`src/rtl/dt2ep_pkg.sv`:
```
`timescale 1ns / 1ps
`default_nettype none
// ----------------------------------------------------------------------------
// dt2ep_pkg: shared constants for the civil date to epoch seconds converter
// Calendar constants, the reciprocal used for divide-by-100 and the
// cumulative month table.
// ----------------------------------------------------------------------------
package dt2ep_pkg;

  localparam int unsigned YearW    = 14;
  localparam int unsigned DaysW    = 23;  // day count up to year 16383
  localparam int unsigned HmsW     = 17;  // seconds within a day
  localparam int unsigned TotalW   = 40;  // unsaturated second count
  localparam int unsigned SecW     = 38;  // result width

  localparam logic [YearW-1:0]  EpochYear   = 14'd1970;
  // Leap years in 1..1969: 492 - 19 + 4
  localparam logic [DaysW-1:0]  EpochLeaps  = 23'd477;
  localparam logic [DaysW-1:0]  DaysPerYear = 23'd365;
  localparam logic [TotalW-1:0] SecsPerDay  = 40'd86400;
  localparam logic [HmsW-1:0]   SecsPerHour = 17'd3600;
  localparam logic [HmsW-1:0]   SecsPerMin  = 17'd60;

  // floor(n / 100) == (n * 5243) >> 19 for every n below 43690
  localparam int unsigned       Div100Shift = 19;
  localparam int unsigned       Div100ProdW = 27;
  localparam logic [Div100ProdW-1:0] Div100Mult = 27'd5243;
  localparam int unsigned       CentW       = 8;   // year / 100 fits in 8 bits
  localparam logic [YearW-1:0]  Hundred     = 14'd100;

  localparam logic [SecW-1:0]   SecMax      = {SecW{1'b1}};

  // Days before the first of the month in a common year.
  function automatic logic [8:0] days_before_month(input logic [3:0] month);
    logic [8:0] d;
    unique case (month)
      4'd1:    d = 9'd0;
      4'd2:    d = 9'd31;
      4'd3:    d = 9'd59;
      4'd4:    d = 9'd90;
      4'd5:    d = 9'd120;
      4'd6:    d = 9'd151;
      4'd7:    d = 9'd181;
      4'd8:    d = 9'd212;
      4'd9:    d = 9'd243;
      4'd10:   d = 9'd273;
      4'd11:   d = 9'd304;
      4'd12:   d = 9'd334;
      default: d = 9'd0;
    endcase
    return d;
  endfunction

endpackage

`default_nettype wire

```
`src/rtl/civil_datetime_to_epoch_seconds_core.sv`:
```
`timescale 1ns / 1ps
`default_nettype none
// ----------------------------------------------------------------------------
// civil_datetime_to_epoch_seconds_core: Gregorian date/time to Unix seconds
// Four-stage stalling pipeline from a civil date and time to the count of
// seconds since 1970-01-01 00:00:00.
// ----------------------------------------------------------------------------
// Converts one Gregorian date and time per beat into seconds since the Unix
// epoch. Throughput is one beat per clock while the output is not stalled.
// An accepted beat moves through the stage 1, 2 and 3 registers into the
// output register, where it stays until the consumer takes it. The
// pipeline is: (1) range checks and the two divide-by-100 reciprocal
// multiplies, (2) leap count, day count and seconds within the day, (3) the
// days * 86400 multiply plus time of day, (4) zeroing of invalid beats,
// saturation and the output register. Any year before 1970, month outside
// 1..12, day of zero, hour of 24 or more, or minute/second of 60 or more
// gives invalid_o = 1 with zero seconds. The day is not checked against the
// month length, so days past the end of a month roll into the next. Counts
// beyond 38 bits saturate to all ones. A stall on the output back-pressures
// stage by stage; a stage with no valid beat takes a new one even while
// later stages hold.
// ----------------------------------------------------------------------------
module civil_datetime_to_epoch_seconds_core (
  input  wire logic        clk_i,
  input  wire logic        rst_ni,
  // input channel
  input  wire logic        in_valid_i,
  output logic             in_stall_o,
  input  wire logic [13:0] year_i,
  input  wire logic [3:0]  month_i,
  input  wire logic [4:0]  day_i,
  input  wire logic [4:0]  hour_i,
  input  wire logic [5:0]  minute_i,
  input  wire logic [5:0]  second_i,
  // output channel
  output logic             out_valid_o,
  input  wire logic        out_stall_i,
  output logic             invalid_o,
  output logic [37:0]      epoch_seconds_o
);

  // Advance enables: a stage loads when it is empty or its beat moves on.
  logic adv1, adv2, adv3, adv4;
  logic v1_q, v2_q, v3_q;

  assign adv4 = !out_valid_o || !out_stall_i;
  assign adv3 = !v3_q || adv4;
  assign adv2 = !v2_q || adv3;
  assign adv1 = !v1_q || adv2;
  assign in_stall_o = !adv1;

  // --------------------------------------------------------------------------
  // Stage 1: range checks and divide-by-100 of year and year - 1
  // --------------------------------------------------------------------------
  logic                                    bad_d;
  logic [dt2ep_pkg::YearW-1:0]             year_m1;
  logic [dt2ep_pkg::Div100ProdW-1:0]       yprod, nprod;

  assign bad_d = (year_i < dt2ep_pkg::EpochYear) || (month_i == 4'd0) ||
                 (month_i > 4'd12) || (day_i == 5'd0) || (hour_i >= 5'd24) ||
                 (minute_i >= 6'd60) || (second_i >= 6'd60);
  assign year_m1 = year_i - 14'd1;
  assign yprod = dt2ep_pkg::Div100ProdW'(year_i) * dt2ep_pkg::Div100Mult;
  assign nprod = dt2ep_pkg::Div100ProdW'(year_m1) * dt2ep_pkg::Div100Mult;

  logic                          bad1_q;
  logic [dt2ep_pkg::YearW-1:0]   year1_q;
  logic [3:0]                    month1_q;
  logic [4:0]                    day1_q, hour1_q;
  logic [5:0]                    min1_q, sec1_q;
  logic [dt2ep_pkg::CentW-1:0]   ycent1_q, ncent1_q;

  always_ff @(posedge clk_i or negedge rst_ni) begin
    if (!rst_ni) begin
      v1_q <= 1'b0;
    end else if (adv1) begin
      v1_q <= in_valid_i;
    end
  end

  always_ff @(posedge clk_i) begin
    if (adv1) begin
      bad1_q   <= bad_d;
      year1_q  <= year_i;
      month1_q <= month_i;
      day1_q   <= day_i;
      hour1_q  <= hour_i;
      min1_q   <= minute_i;
      sec1_q   <= second_i;
      ycent1_q <= yprod[dt2ep_pkg::Div100Shift +: dt2ep_pkg::CentW];
      ncent1_q <= nprod[dt2ep_pkg::Div100Shift +: dt2ep_pkg::CentW];
    end
  end

  // --------------------------------------------------------------------------
  // Stage 2: leap count, day count and seconds within the day
  // --------------------------------------------------------------------------
  logic [dt2ep_pkg::YearW-1:0] n1, year_off;
  logic [dt2ep_pkg::YearW-1:0] cent_x100;
  logic                        is_leap;
  logic [dt2ep_pkg::DaysW-1:0] leaps, days_d;
  logic [dt2ep_pkg::HmsW-1:0]  hms_d;

  assign n1        = year1_q - 14'd1;
  assign year_off  = year1_q - dt2ep_pkg::EpochYear;
  assign cent_x100 = dt2ep_pkg::YearW'(ycent1_q) * dt2ep_pkg::Hundred;
  // Divisible by 4, and either not a century or a century divisible by 400.
  assign is_leap   = (year1_q[1:0] == 2'b00) &&
                     ((year1_q != cent_x100) || (ycent1_q[1:0] == 2'b00));
  assign leaps     = dt2ep_pkg::DaysW'(n1 >> 2) - dt2ep_pkg::DaysW'(ncent1_q) +
                     dt2ep_pkg::DaysW'(ncent1_q >> 2) - dt2ep_pkg::EpochLeaps;
  assign days_d    = dt2ep_pkg::DaysW'(year_off) * dt2ep_pkg::DaysPerYear + leaps +
                     dt2ep_pkg::DaysW'(dt2ep_pkg::days_before_month(month1_q)) +
                     dt2ep_pkg::DaysW'(is_leap && (month1_q > 4'd2)) +
                     dt2ep_pkg::DaysW'(day1_q) - 23'd1;
  assign hms_d     = dt2ep_pkg::HmsW'(hour1_q) * dt2ep_pkg::SecsPerHour +
                     dt2ep_pkg::HmsW'(min1_q) * dt2ep_pkg::SecsPerMin +
                     dt2ep_pkg::HmsW'(sec1_q);

  logic                        bad2_q;
  logic [dt2ep_pkg::DaysW-1:0] days2_q;
  logic [dt2ep_pkg::HmsW-1:0]  hms2_q;

  always_ff @(posedge clk_i or negedge rst_ni) begin
    if (!rst_ni) begin
      v2_q <= 1'b0;
    end else if (adv2) begin
      v2_q <= v1_q;
    end
  end

  always_ff @(posedge clk_i) begin
    if (adv2) begin
      bad2_q  <= bad1_q;
      days2_q <= days_d;
      hms2_q  <= hms_d;
    end
  end

  // --------------------------------------------------------------------------
  // Stage 3: scale days to seconds and add the time of day
  // --------------------------------------------------------------------------
  logic [dt2ep_pkg::TotalW-1:0] total_d;
  logic                         bad3_q;
  logic [dt2ep_pkg::TotalW-1:0] total3_q;

  assign total_d = dt2ep_pkg::TotalW'(days2_q) * dt2ep_pkg::SecsPerDay +
                   dt2ep_pkg::TotalW'(hms2_q);

  always_ff @(posedge clk_i or negedge rst_ni) begin
    if (!rst_ni) begin
      v3_q <= 1'b0;
    end else if (adv3) begin
      v3_q <= v2_q;
    end
  end

  always_ff @(posedge clk_i) begin
    if (adv3) begin
      bad3_q   <= bad2_q;
      total3_q <= total_d;
    end
  end

  // --------------------------------------------------------------------------
  // Stage 4: zero invalid beats, saturate at 38 bits, drive the output
  // --------------------------------------------------------------------------
  logic [dt2ep_pkg::SecW-1:0] secs_d;

  always_comb begin
    priority if (bad3_q) begin
      secs_d = '0;
    end else if (total3_q > dt2ep_pkg::TotalW'(dt2ep_pkg::SecMax)) begin
      secs_d = dt2ep_pkg::SecMax;
    end else begin
      secs_d = total3_q[dt2ep_pkg::SecW-1:0];
    end
  end

  always_ff @(posedge clk_i or negedge rst_ni) begin
    if (!rst_ni) begin
      out_valid_o <= 1'b0;
    end else if (adv4) begin
      out_valid_o <= v3_q;
    end
  end

  always_ff @(posedge clk_i) begin
    if (adv4) begin
      invalid_o       <= bad3_q;
      epoch_seconds_o <= secs_d;
    end
  end

`ifndef SYNTHESIS
  // An invalid result always carries zero seconds.
  assert property (@(posedge clk_i) disable iff (!rst_ni)
    (out_valid_o && invalid_o) |-> (epoch_seconds_o == '0))
    else $error("invalid result with nonzero seconds");

  // The input is stalled only while stage 1 holds a beat.
  assert property (@(posedge clk_i) disable iff (!rst_ni)
    in_stall_o |-> v1_q)
    else $error("input stalled with stage 1 empty");

  // A beat in stage 3 that cannot move stays put, unchanged.
  assert property (@(posedge clk_i) disable iff (!rst_ni)
    (v3_q && !adv4) |=> (v3_q && $stable(total3_q) && $stable(bad3_q)))
    else $error("stage 3 beat lost or changed while held");

  // A beat in stage 1 that cannot move stays put.
  assert property (@(posedge clk_i) disable iff (!rst_ni)
    (v1_q && !adv2) |=> (v1_q && $stable(year1_q)))
    else $error("stage 1 beat lost or changed while held");
`endif

endmodule

`default_nettype wire

```
`config.mk`:
```
export PLATFORM = sky130hd
export DESIGN_NAME = civil_datetime_to_epoch_seconds_core
export DESIGN_NICKNAME = d
export VERILOG_FILES = /design/src/rtl/dt2ep_pkg.sv /design/src/rtl/civil_datetime_to_epoch_seconds_core.sv
export SDC_FILE = /design/constraint.sdc
export NUM_CORES = 1
export LEC_CHECK = 0
export ABC_AREA = 0
export ABC_CLOCK_PERIOD_IN_PS = 9980
export BUFFER_PORTS_ARGS = -buffer_cell sky130_fd_sc_hd__buf_2
export CORE_AREA = 2 2 219 307
export CTS_CLUSTER_SIZE = 12
export DETAILED_ROUTE_END_ITERATION = 10
export DIE_AREA = 0 0 221 309
export PLACE_DENSITY = 0.58
export SYNTH_ARGS = -nofsm -noshare
export SYNTH_HDL_FRONTEND = slang
export SYNTH_SLANG_ARGS = --single-unit
```
`constraint.sdc`:
```
create_clock -name clk_i -period 9.98 [get_ports clk_i]
set_input_delay 0 -clock clk_i [delete_from_list [all_inputs] [get_ports clk_i]]
set_output_delay 0 -clock clk_i [all_outputs]
set_load 0.02 [all_outputs]
```
# Word-level counts from Yosys, hierarchy flattened
# Memories as Yosys holds them, arrays and structs flattened. A register that Yosys moved wholly into a read port is not among the register bits.
# Index checks and enable logic that the tools add are counted.
# Widths: inputs -> output; s select.
[op_classes]
n_addsub = 14
n_mul = 7
n_lt_le_gt_ge = 7
n_eq_ne = 1
mux = 2
reduce_logical = 23
[op_table]
columns = ["operator", "count"]
rows = [
  ["$mul 14x13->27 const B", 2],
  ["$add 40x17->40", 1],
  ["$gt 40x38->1 const B", 1],
  ["$mux 38", 1],
  ["$mul 23x10->33 const B", 1],
  ["$sub 14x1->14 const B", 2],
  ["$add 23x1->23", 1],
  ["$add 23x23->23", 1],
  ["$add 23x5->23", 1],
  ["$add 23x9->23", 1],
  ["$mul 14x9->23 const B", 1],
  ["$sub 23x1->23 const B", 1],
  ["$add 17x12->17", 1],
  ["$add 17x6->17", 1],
  ["$sub 14x10->15 const B", 1],
  ["$add 13x7->14", 1],
  ["$lt 14x11->1 const B", 1],
  ["$ne 14x14->1", 1],
  ["$sub 14x11->14 const B", 1],
  ["$mul 5x8->13 const B", 1],
  ["$sub 12x8->13", 1],
  ["$ge 6x6->1 const B", 2],
  ["$mul 8x5->12 const B", 1],
  ["$logic_or 1x1->1", 11],
  ["other kinds (10)", 17],
]
[word_totals]
ff_bits = 182
rom_bits = 144
out_inout_bits = 41
mem_count = 1
[memory_table]
columns = ["name", "words", "width", "read_ports", "rd_clocked_by_memory_dff", "wr", "line", "rtl"]
rows = [
  ["(name not given)", 16, 9, 1, 1, 0, "dt2ep_pkg.sv:36", "unique case (month)"],
]

# Logic depth before layout (Yosys ltp)
# Gate-level depths: netlist (run 1).
[logic_depth]
ltp_word = 9
depth_mapped = 38
depth_no_buf = 37

# Least setup slack after synthesis (run 1)
# OpenSTA, ideal clock, no wires.
[synth_timing]
kind = "register -> register"
start = "register year1_q[1] (netlist bit)"
end = "register days2_q[21] (netlist bit) (data pin)"
setup_ps = 266
arrival_ps = 7993
setup_slack_ps = 1721
stages_incl_launch_ff = 34
n_path_buf = 1
period_less_slack_ps = 8259
path_cell_list = "edfxtp_1 clkbuf_1 inv_1 ha_1 nor3b_1 xor2_1 ha_1 a21o_1 a21oi_1 nand2b_1 a21oi_1 or4b_2 xor2_1 inv_1 ha_1 a2111o_1 a21boi_0 o21a_1 nor2_1 ha_1 ha_1 fa_1 inv_1 fa_1 fa_1 inv_1 ha_1 nor2b_1 a31o_2 a211o_1 nand2_1 o21ai_0 o41ai_1 xnor2_1"
[synth_via]
elab_chain_len = 9
word_cells_on_any_way = 16
[synth_rtl]
columns = ["item", "line", "rtl"]
rows = [
  ["from (decl)", "civil_datetime_to_epoch_seconds_core.sv:67", "logic [dt2ep_pkg::YearW-1:0] year1_q;"],
  ["from (signal assigned)", "civil_datetime_to_epoch_seconds_core.sv:84", "year1_q <= year_i;"],
  ["$sub 14x1->14", "civil_datetime_to_epoch_seconds_core.sv:104", "assign n1 = year1_q - 14'd1;"],
  ["$sub 12x8->13", "civil_datetime_to_epoch_seconds_core.sv:110", "assign leaps = dt2ep_pkg::DaysW'(n1 >> 2) - dt2ep_pkg::DaysW'(ncent1_q) +"],
  ["$add 13x7->14", "civil_datetime_to_epoch_seconds_core.sv:110", ""],
  ["$sub 14x10->15", "civil_datetime_to_epoch_seconds_core.sv:111", "dt2ep_pkg::DaysW'(ncent1_q >> 2) - dt2ep_pkg::EpochLeaps;"],
  ["$add 23x23->23", "civil_datetime_to_epoch_seconds_core.sv:112", "assign days_d = dt2ep_pkg::DaysW'(year_off) * dt2ep_pkg::DaysPerYear + leaps +"],
  ["$add 23x9->23", "civil_datetime_to_epoch_seconds_core.sv:112", ""],
  ["$add 23x1->23 (*)", "civil_datetime_to_epoch_seconds_core.sv:113", "dt2ep_pkg::DaysW'(dt2ep_pkg::days_before_month(month1_q)) +"],
  ["$add 23x5->23 (*)", "civil_datetime_to_epoch_seconds_core.sv:114", "dt2ep_pkg::DaysW'(is_leap && (month1_q > 4'd2)) +"],
  ["$sub 23x1->23 (*)", "civil_datetime_to_epoch_seconds_core.sv:115", "dt2ep_pkg::DaysW'(day1_q) - 23'd1;"],
  ["named net days_d (one bit)", "civil_datetime_to_epoch_seconds_core.sv:101", "logic [dt2ep_pkg::DaysW-1:0] leaps, days_d;"],
  ["to (signal assigned)", "civil_datetime_to_epoch_seconds_core.sv:135", "days2_q <= days_d;"],
  ["to (decl)", "civil_datetime_to_epoch_seconds_core.sv:121", "logic [dt2ep_pkg::DaysW-1:0] days2_q;"],
]
# The timed path passes the listed nets; every way through them passes the cells marked *.
# A chain may end at the register's enable or synchronous reset.

# Worst setup path in the final report (run 1)
[layout_timing]
start = "register year1_q[0] (netlist bit)"
end = "register days2_q[21] (netlist bit) (data pin)"
# Same word-level chain as after synthesis.

==> results of run 1 <==
## registers in the layout (all words and copies together) (netlist names), named ones only
signal           flops
hms2_q              17
month1_q             4
epoch_seconds_o     38
bad1_q               1
sec1_q               6
ycent1_q             8
total3_q            40
v2_q                 1
year1_q             14
bad2_q               1
day1_q               5
v1_q                 1
bad3_q               1
days2_q             23
hour1_q              5
min1_q               6
ncent1_q             8
out_valid_o          1
invalid_o            1
v3_q                 1
## per-stage QoR
stage / instances / util (%) / instance area [µm²] / hold slack, ns
finish: 3529 / 43.6 / 28500 / 0.0404
global route: 3529 / 43.6 / 28500 / 0.0583
CTS: 3529 / 43.6 / 28500 / 0.0239
detailed placement: 3454 / 42.1 / 27500 / -0.189
global placement: 3454 / 42.1 / 27500 / -0.196
floorplan: 2537 / - / 26000 / -0.296
## final timing paths
path / startpoint / endpoint / depth (start not counted)
max reg2reg: year1_q[0] / days2_q[21] / 32
max: year1_q[0] / days2_q[21] / 32
min: out_stall_i / v3_q / 4
min reg2reg: hms2_q[2] / total3_q[2] / 0
max in group asynchronous: rst_ni / v3_q / 3
min in group asynchronous: rst_ni / v1_q / 3
## repair_timing
| item | CTS | global route |
|---|---|---|
| hold buffers | 43 | 0 |
| buffers inserted | 0 | 0 |
| hold endpoints to repair | 46 | 0 |
## per-layer routing
layer,track usage [%],up-vias,part of all wire (%)
li1,-,8542,-
met1,15.6,8314,37
met2,32.9,183,57
met3,1.46,84,1.6
met4,6.56,0,3.9
met5,0,-,0
## worst max-delay path: cells and delay by family, from the launching register on
family / cells / cell delay [ns]
fa+ha+maj: 9 / 3.45
simple gates: 6 / 1.69
flops: 1 / 0.54
xor+xnor: 3 / 0.46
compound gates: 10 / 2.39
buf+inv: 4 / 0.50
## layout make-up
cell class | instances | area [µm²]
fill | 6297 | 36900
multi-input combinational | 1700 | 18000
sequential | 191 | 5630
inverter | 623 | 2340
tap | 847 | 1060
timing repair buffer | 136 | 918
clock buffer | 17 | 425
clock inverter | 15 | 186
## placed cells by master (no fill, tap or decap), types with 8 or more instances in the layout
master | Yosys | final
a211oi_1 | 15 | 15
a21o_1 | 39 | 39
a21oi_1 | 84 | 84
and3_1 | 12 | 12
buf_2 | 0 | 84
buf_4 | 0 | 9
clkbuf_16 | 0 | 17
dfxtp_1 | 9 | 9
dlygate4sd3_1 | 0 | 43
edfxtp_1 | 178 | 178
fa_1 | 291 | 291
ha_1 | 507 | 507
inv_1 | 623 | 623
mux2i_1 | 10 | 10
nand2_1 | 74 | 72
nand2b_1 | 22 | 22
nand3_1 | 28 | 27
nand3b_1 | 10 | 10
nand4_1 | 18 | 18
nor2_1 | 142 | 142
nor2b_1 | 22 | 22
nor3_1 | 28 | 28
nor4_1 | 9 | 9
o21a_1 | 9 | 9
o21ai_0 | 44 | 44
o21bai_1 | 17 | 17
o31ai_1 | 8 | 8
or2_2 | 11 | 11
or3_1 | 12 | 12
xnor2_1 | 128 | 128
xor2_1 | 52 | 52
## cells by family after synthesis
family          share of synthesized area (%)
mux                                     0.514
buf+inv                                  9.32
simple gates                             8.24
compound gates                           7.51
fa+ha+maj                                46.8
xor+xnor                                 6.06
flops                                    21.6
==> flow_metrics.py, run 1 <==
metrics = {
    "drt": {
        "routed_wl_mm": 50.9,
        "drtPass1Iterations": 5,
        "wl_per_cell_um": 14.4,
        "via_per_inst": 4.85,
        "drt_iter0_markers": 460,
        "via_count": 17123,
        "drc": 0,
        "ant_nets": 0,
    },
    "synthesis": {
        "avgSynthCellArea_um2": 10.3,
        "ys_top_cells_by_count": "inv_1 (623), ha_1 (507), fa_1 (291)",
        "synthTopCellsByArea": "ha_1 (24%), fa_1 (22%), edfxtp_1 (21%)",
        "netlist_area_um2": 26000,
        "async_flop_share_pct": 2.09,
        "synth_top_area_cell": "ha_1",
        "seq_area_frac_synth_pct": 21.6,
        "synth_top_area_share_pct": 24.4,
        "yosysMostFrequentCell": "inv_1",
        "synth_edf_count": 178,
        "syn-instance-count": 2537,
        "ys_ff_latch": 191,
        "yosysWarnings": 0,
        "yosysUniqueCellTypes": 78,
        "synth_nets": 3379,
        "synth-main-ff-cell": "edfxtp_1",
    },
    "clock_network": {
        "cts-htree-levels": 4,
        "cts_buffers": 17,
        "clock-sinks": 191,
        "cts_resized": 0,
        "worstSkewPairLatency_ns": 0.46,
        "root_buffer": "clkbuf_16",
        "cts_tree": "yes",
        "clk_path_buf_depth": 2,
        "path_clk_slew_ns": 0.08,
    },
    "global_route": {
        "antenna_found_initial": 0,
        "first_global_vias": 19068,
        "overflow": 0,
        "grt_pass1_wl_mm": 88.6,
        "grt_start_max_net_pins": 43,
        "grt_usage_pct": 15.8,
    },
    "floorplan": {
        "die_area_um2": 68300,
        "io_pins": 85,
        "start_util_pct": 39.8,
        "die_w_um": 221,
        "die_h_um": 309,
        "core_um2": 65400,
        "fp-row-count": 111,
    },
    "placement": {
        "port_buffers": 84,
        "gp_congestion": 0.875,
        "dp_hpwl_mm": 44.6,
        "post-place-ws_ns": 0.759,
    },
    "worst_setup_path": {
        "required_ns": 10.17,
        "critical_path_arrival_ns": 9.49,
        "crit_path_max_incr_delay_ns": 0.67,
        "crit_slowest_cell": "or4b_2",
        "start_kind": "flop",
        "end_kind": "flop",
        "r2r_slack_ns": 0.67,
        "path_max_fanout": 9,
        "critPathKind": "flop to flop",
        "critPathMostFrequentCell": "ha_1",
    },
    "timing": {
        "grt_setup_unrepaired": "no",
        "fin_ws_ns": 0.675,
        "period_share_pct": 93.2,
        "max-slew-margin-rel_pct": 24.7,
        "setup_viol_count_final": 0,
        "max_slew.worst_pin.slew_ns": 1.10,
        "tns_ns": 0,
        "max_freq_mhz": 107,
        "finalHoldViolations": 0,
        "finalCriticalPeriod_ns": 9.31,
        "fin_skew_ns": 0.0233,
        "final-max-slew-violation-count": 0,
    },
    "cells_and_area": {
        "nets": 3511,
        "antenna_cells": 0,
        "syn_to_final_growth_pct": 9.69,
        "drive_above_1_share_pct": 6.15,
    },
    "status": {
        "status": "completed",
    },
    "worst_hold_path": {
        "min_path_type": "input port to flop",
    },
    "job": {
        "drv_cap": 0,
    },
}
Power of run 1 is left out: the tool's default activity adds up to more than one toggle a clock period on the data nets, which glitch-free logic cannot reach.
==> run 2: changes to the inputs <==
--- a/config.mk
+++ b/config.mk
@@ -5,13 +5,13 @@
 export SDC_FILE = /design/constraint.sdc
 export NUM_CORES = 1
 export LEC_CHECK = 0
-export ABC_AREA = 0
+export ABC_AREA = 1
 export ABC_CLOCK_PERIOD_IN_PS = 9980
 export BUFFER_PORTS_ARGS = -buffer_cell sky130_fd_sc_hd__buf_2
-export CORE_AREA = 2 2 219 307
+export CORE_AREA = 2 2 227 319
 export CTS_CLUSTER_SIZE = 12
 export DETAILED_ROUTE_END_ITERATION = 10
-export DIE_AREA = 0 0 221 309
+export DIE_AREA = 0 0 229 321
 export PLACE_DENSITY = 0.58
 export SYNTH_ARGS = -nofsm -noshare
 export SYNTH_HDL_FRONTEND = slang
==> flow_metrics.py, run 2 <==
metrics = {
    "timing": {
        "final-max-slew-violation-count": 0,
        "max-slew-margin-rel_pct": 35.8,
        "max_slew.worst_pin.slew_ns": 0.959,
        "setup_viol_count_final": 0,
        "tns_ns": 0,
        "fin_skew_ns": 0.0184,
        "max_freq_mhz": 124,
        "finalHoldViolations": 0,
        "grt_setup_unrepaired": "no",
        "period_share_pct": 80.6,
        "finalCriticalPeriod_ns": 8.05,
    },
    "worst_setup_path": {
        "crit_path_max_incr_delay_ns": 0.54,
        "critical_path_arrival_ns": 8.26,
        "required_ns": 10.19,
        "critPathKind": "flop to flop",
        "critPathMostFrequentCell": "ha_1",
        "end_kind": "flop",
        "start_kind": "flop",
        "path_max_fanout": 10,
        "crit_slowest_cell": "fa_1",
    },
    "drt": {
        "drtPass1Iterations": 7,
        "via_count": 20280,
        "drc": 0,
        "wl_per_cell_um": 14.7,
        "ant_nets": 0,
        "drt_iter0_markers": 689,
        "routed_wl_mm": 63.6,
        "via_per_inst": 4.68,
    },
    "synthesis": {
        "async_flop_share_pct": 2.09,
        "synth_nets": 4081,
        "synth_edf_count": 178,
        "ys_ff_latch": 191,
        "synth_top_area_cell": "ha_1",
        "synth_top_area_share_pct": 22.6,
        "avgSynthCellArea_um2": 8.67,
        "syn-instance-count": 3239,
        "synth-main-ff-cell": "edfxtp_1",
        "yosysWarnings": 0,
        "seq_area_frac_synth_pct": 20.0,
        "synthTopCellsByArea": "ha_1 (23%), fa_1 (21%), edfxtp_1 (19%)",
        "yosysUniqueCellTypes": 49,
        "ys_top_cells_by_count": "inv_1 (869), nand2_1 (522), ha_1 (507)",
        "netlist_area_um2": 28100,
        "yosysMostFrequentCell": "inv_1",
    },
    "clock_network": {
        "clock-sinks": 191,
        "root_buffer": "clkbuf_16",
        "worstSkewPairLatency_ns": 0.47,
        "cts-hold-fix-buffers": 43,
        "cts_buffers": 17,
        "cts_tree": "yes",
        "clk_path_buf_depth": 2,
        "post-cts-setup-buffer-count": 0,
        "cts_resized": 0,
        "path_clk_slew_ns": 0.09,
        "cts-htree-levels": 4,
    },
    "global_route": {
        "grt_start_max_net_pins": 65,
        "grt_usage_pct": 17.9,
        "antenna_found_initial": 0,
        "grt_pass1_wl_mm": 105,
        "first_global_vias": 21356,
        "overflow": 0,
    },
    "placement": {
        "dp_hpwl_mm": 56.6,
        "port_buffers": 84,
        "gp_congestion": 0.939,
        "post_dp_cell_area_um2": 29700,
    },
    "cells_and_area": {
        "finalInstanceArea_um2": 30800,
        "nets": 4222,
        "reg.largest.list": "total3_q (40), epoch_seconds_o (38), days2_q (23)",
        "final_cell_mix": "inv_1 (868), nand2_1 (520), ha_1 (507)",
        "final_common_cell": "inv_1",
        "antenna_cells": 0,
        "syn_to_final_growth_pct": 9.51,
        "top_register": "total3_q",
        "drive_above_1_share_pct": 6.45,
        "largest_register_ffs": 40,
        "fillers": 7183,
    },
    "floorplan": {
        "io_pins": 85,
        "fp-row-count": 116,
        "start_util_pct": 39.7,
        "die_h_um": 321,
        "die_w_um": 229,
        "core_um2": 70800,
        "die_area_um2": 73500,
    },
    "worst_hold_path": {
        "min_path_type": "input port to flop",
    },
    "job": {
        "drv_cap": 0,
    },
    "status": {
        "status": "completed",
    },
}
-- run 2: changes by cell type after synthesis, moves of 16 or more --
cell and change:
nand2_2 +31, xnor2_1 -89, clkbuf_1 -16, nand3_1 +82, nand4_1 +21, nor2_2 +18, xor2_1 +53, inv_1 +246
inv_2 +16, nand2b_1 -22, a21o_1 -27, nor2b_1 -22, a21oi_1 +77, nand2_1 +448
-- run 2: kinds of logic after synthesis --
| logic type | count (synthesis) | share of synthesized area [%] |
|---|---|---|
| buffers and inverters | 895 | 12.0 |
| flip-flops | 191 | 20.0 |
| AO/OA/AOI/OAI | 281 | 5.51 |
| XOR/XNOR | 144 | 4.49 |
| adder cells (fa/ha/maj) | 798 | 43.3 |
| AND/OR/NAND/NOR | 930 | 14.7 |
-- run 2: area by class of cell --
class | count | area, µm² | area share [%]
Clock buffer | 17 | 425 | 1.38
Timing Repair Buffer | 132 | 888 | 2.89
Tap cell | 944 | 1180 | 3.84
Multi-Input combinational cell | 2153 | 19100 | 62.1
Clock inverter | 15 | 214 | 0.696
Sequential cell | 191 | 5630 | 18.3
Inverter | 885 | 3320 | 10.8
-- run 2: stage by stage --
| stage | worst slack (ns) | hold WS (ns) | instances | util (%) |
|---|---|---|---|---|
| 4_1_cts | 1.90 | 0.207 | 4337 | 43.4 |
| 6_report | 1.93 | 0.248 | 4337 | 43.4 |
| 5_1_grt | 1.26 | 0.239 | 4337 | 43.4 |
| 2_1_floorplan | 2.69 | -0.296 | 3239 | - |
| 3_3_place_gp | 2.09 | -0.187 | 4262 | 41.9 |
| 3_5_place_dp | 1.94 | -0.182 | 4262 | 41.9 |
-- run 2: worst paths after layout --
check,from,end,slack (ns),depth (start not counted)
worst max-delay path,year1_q[1],days2_q[22],1.93,38
worst min-delay path,minute_i[0],min1_q[0],0.25,2
worst max register to register,year1_q[1],days2_q[22],1.93,38
worst min register to register,hms2_q[4],total3_q[4],0.41,0
max in group asynchronous,rst_ni,v1_q,9.36,3
min in group asynchronous,rst_ni,out_valid_o,0.44,3
-- run 2: worst max-delay path: cells and delay by family (launching register included) --
kind                       cells  cell delay, ns
DFF                            1            0.45
buffers and inverters          6            0.61
xor gates and xnor gates       2            0.32
adders and majority gates     10            3.59
AOI/OAI and AO/OA              9            1.45
and+or+nand+nor               11            1.37
-- run 2: metal layers --
layer	vias to the layer above	global-route usage [%]	wire length, µm
met5	-	0	0
met4	0	6.88	2180
met3	91	1.56	865
met2	200	38.4	37400
met1	9593	17.0	23100
li1	10396	-	-
Power of run 2 is left out for the same reason.
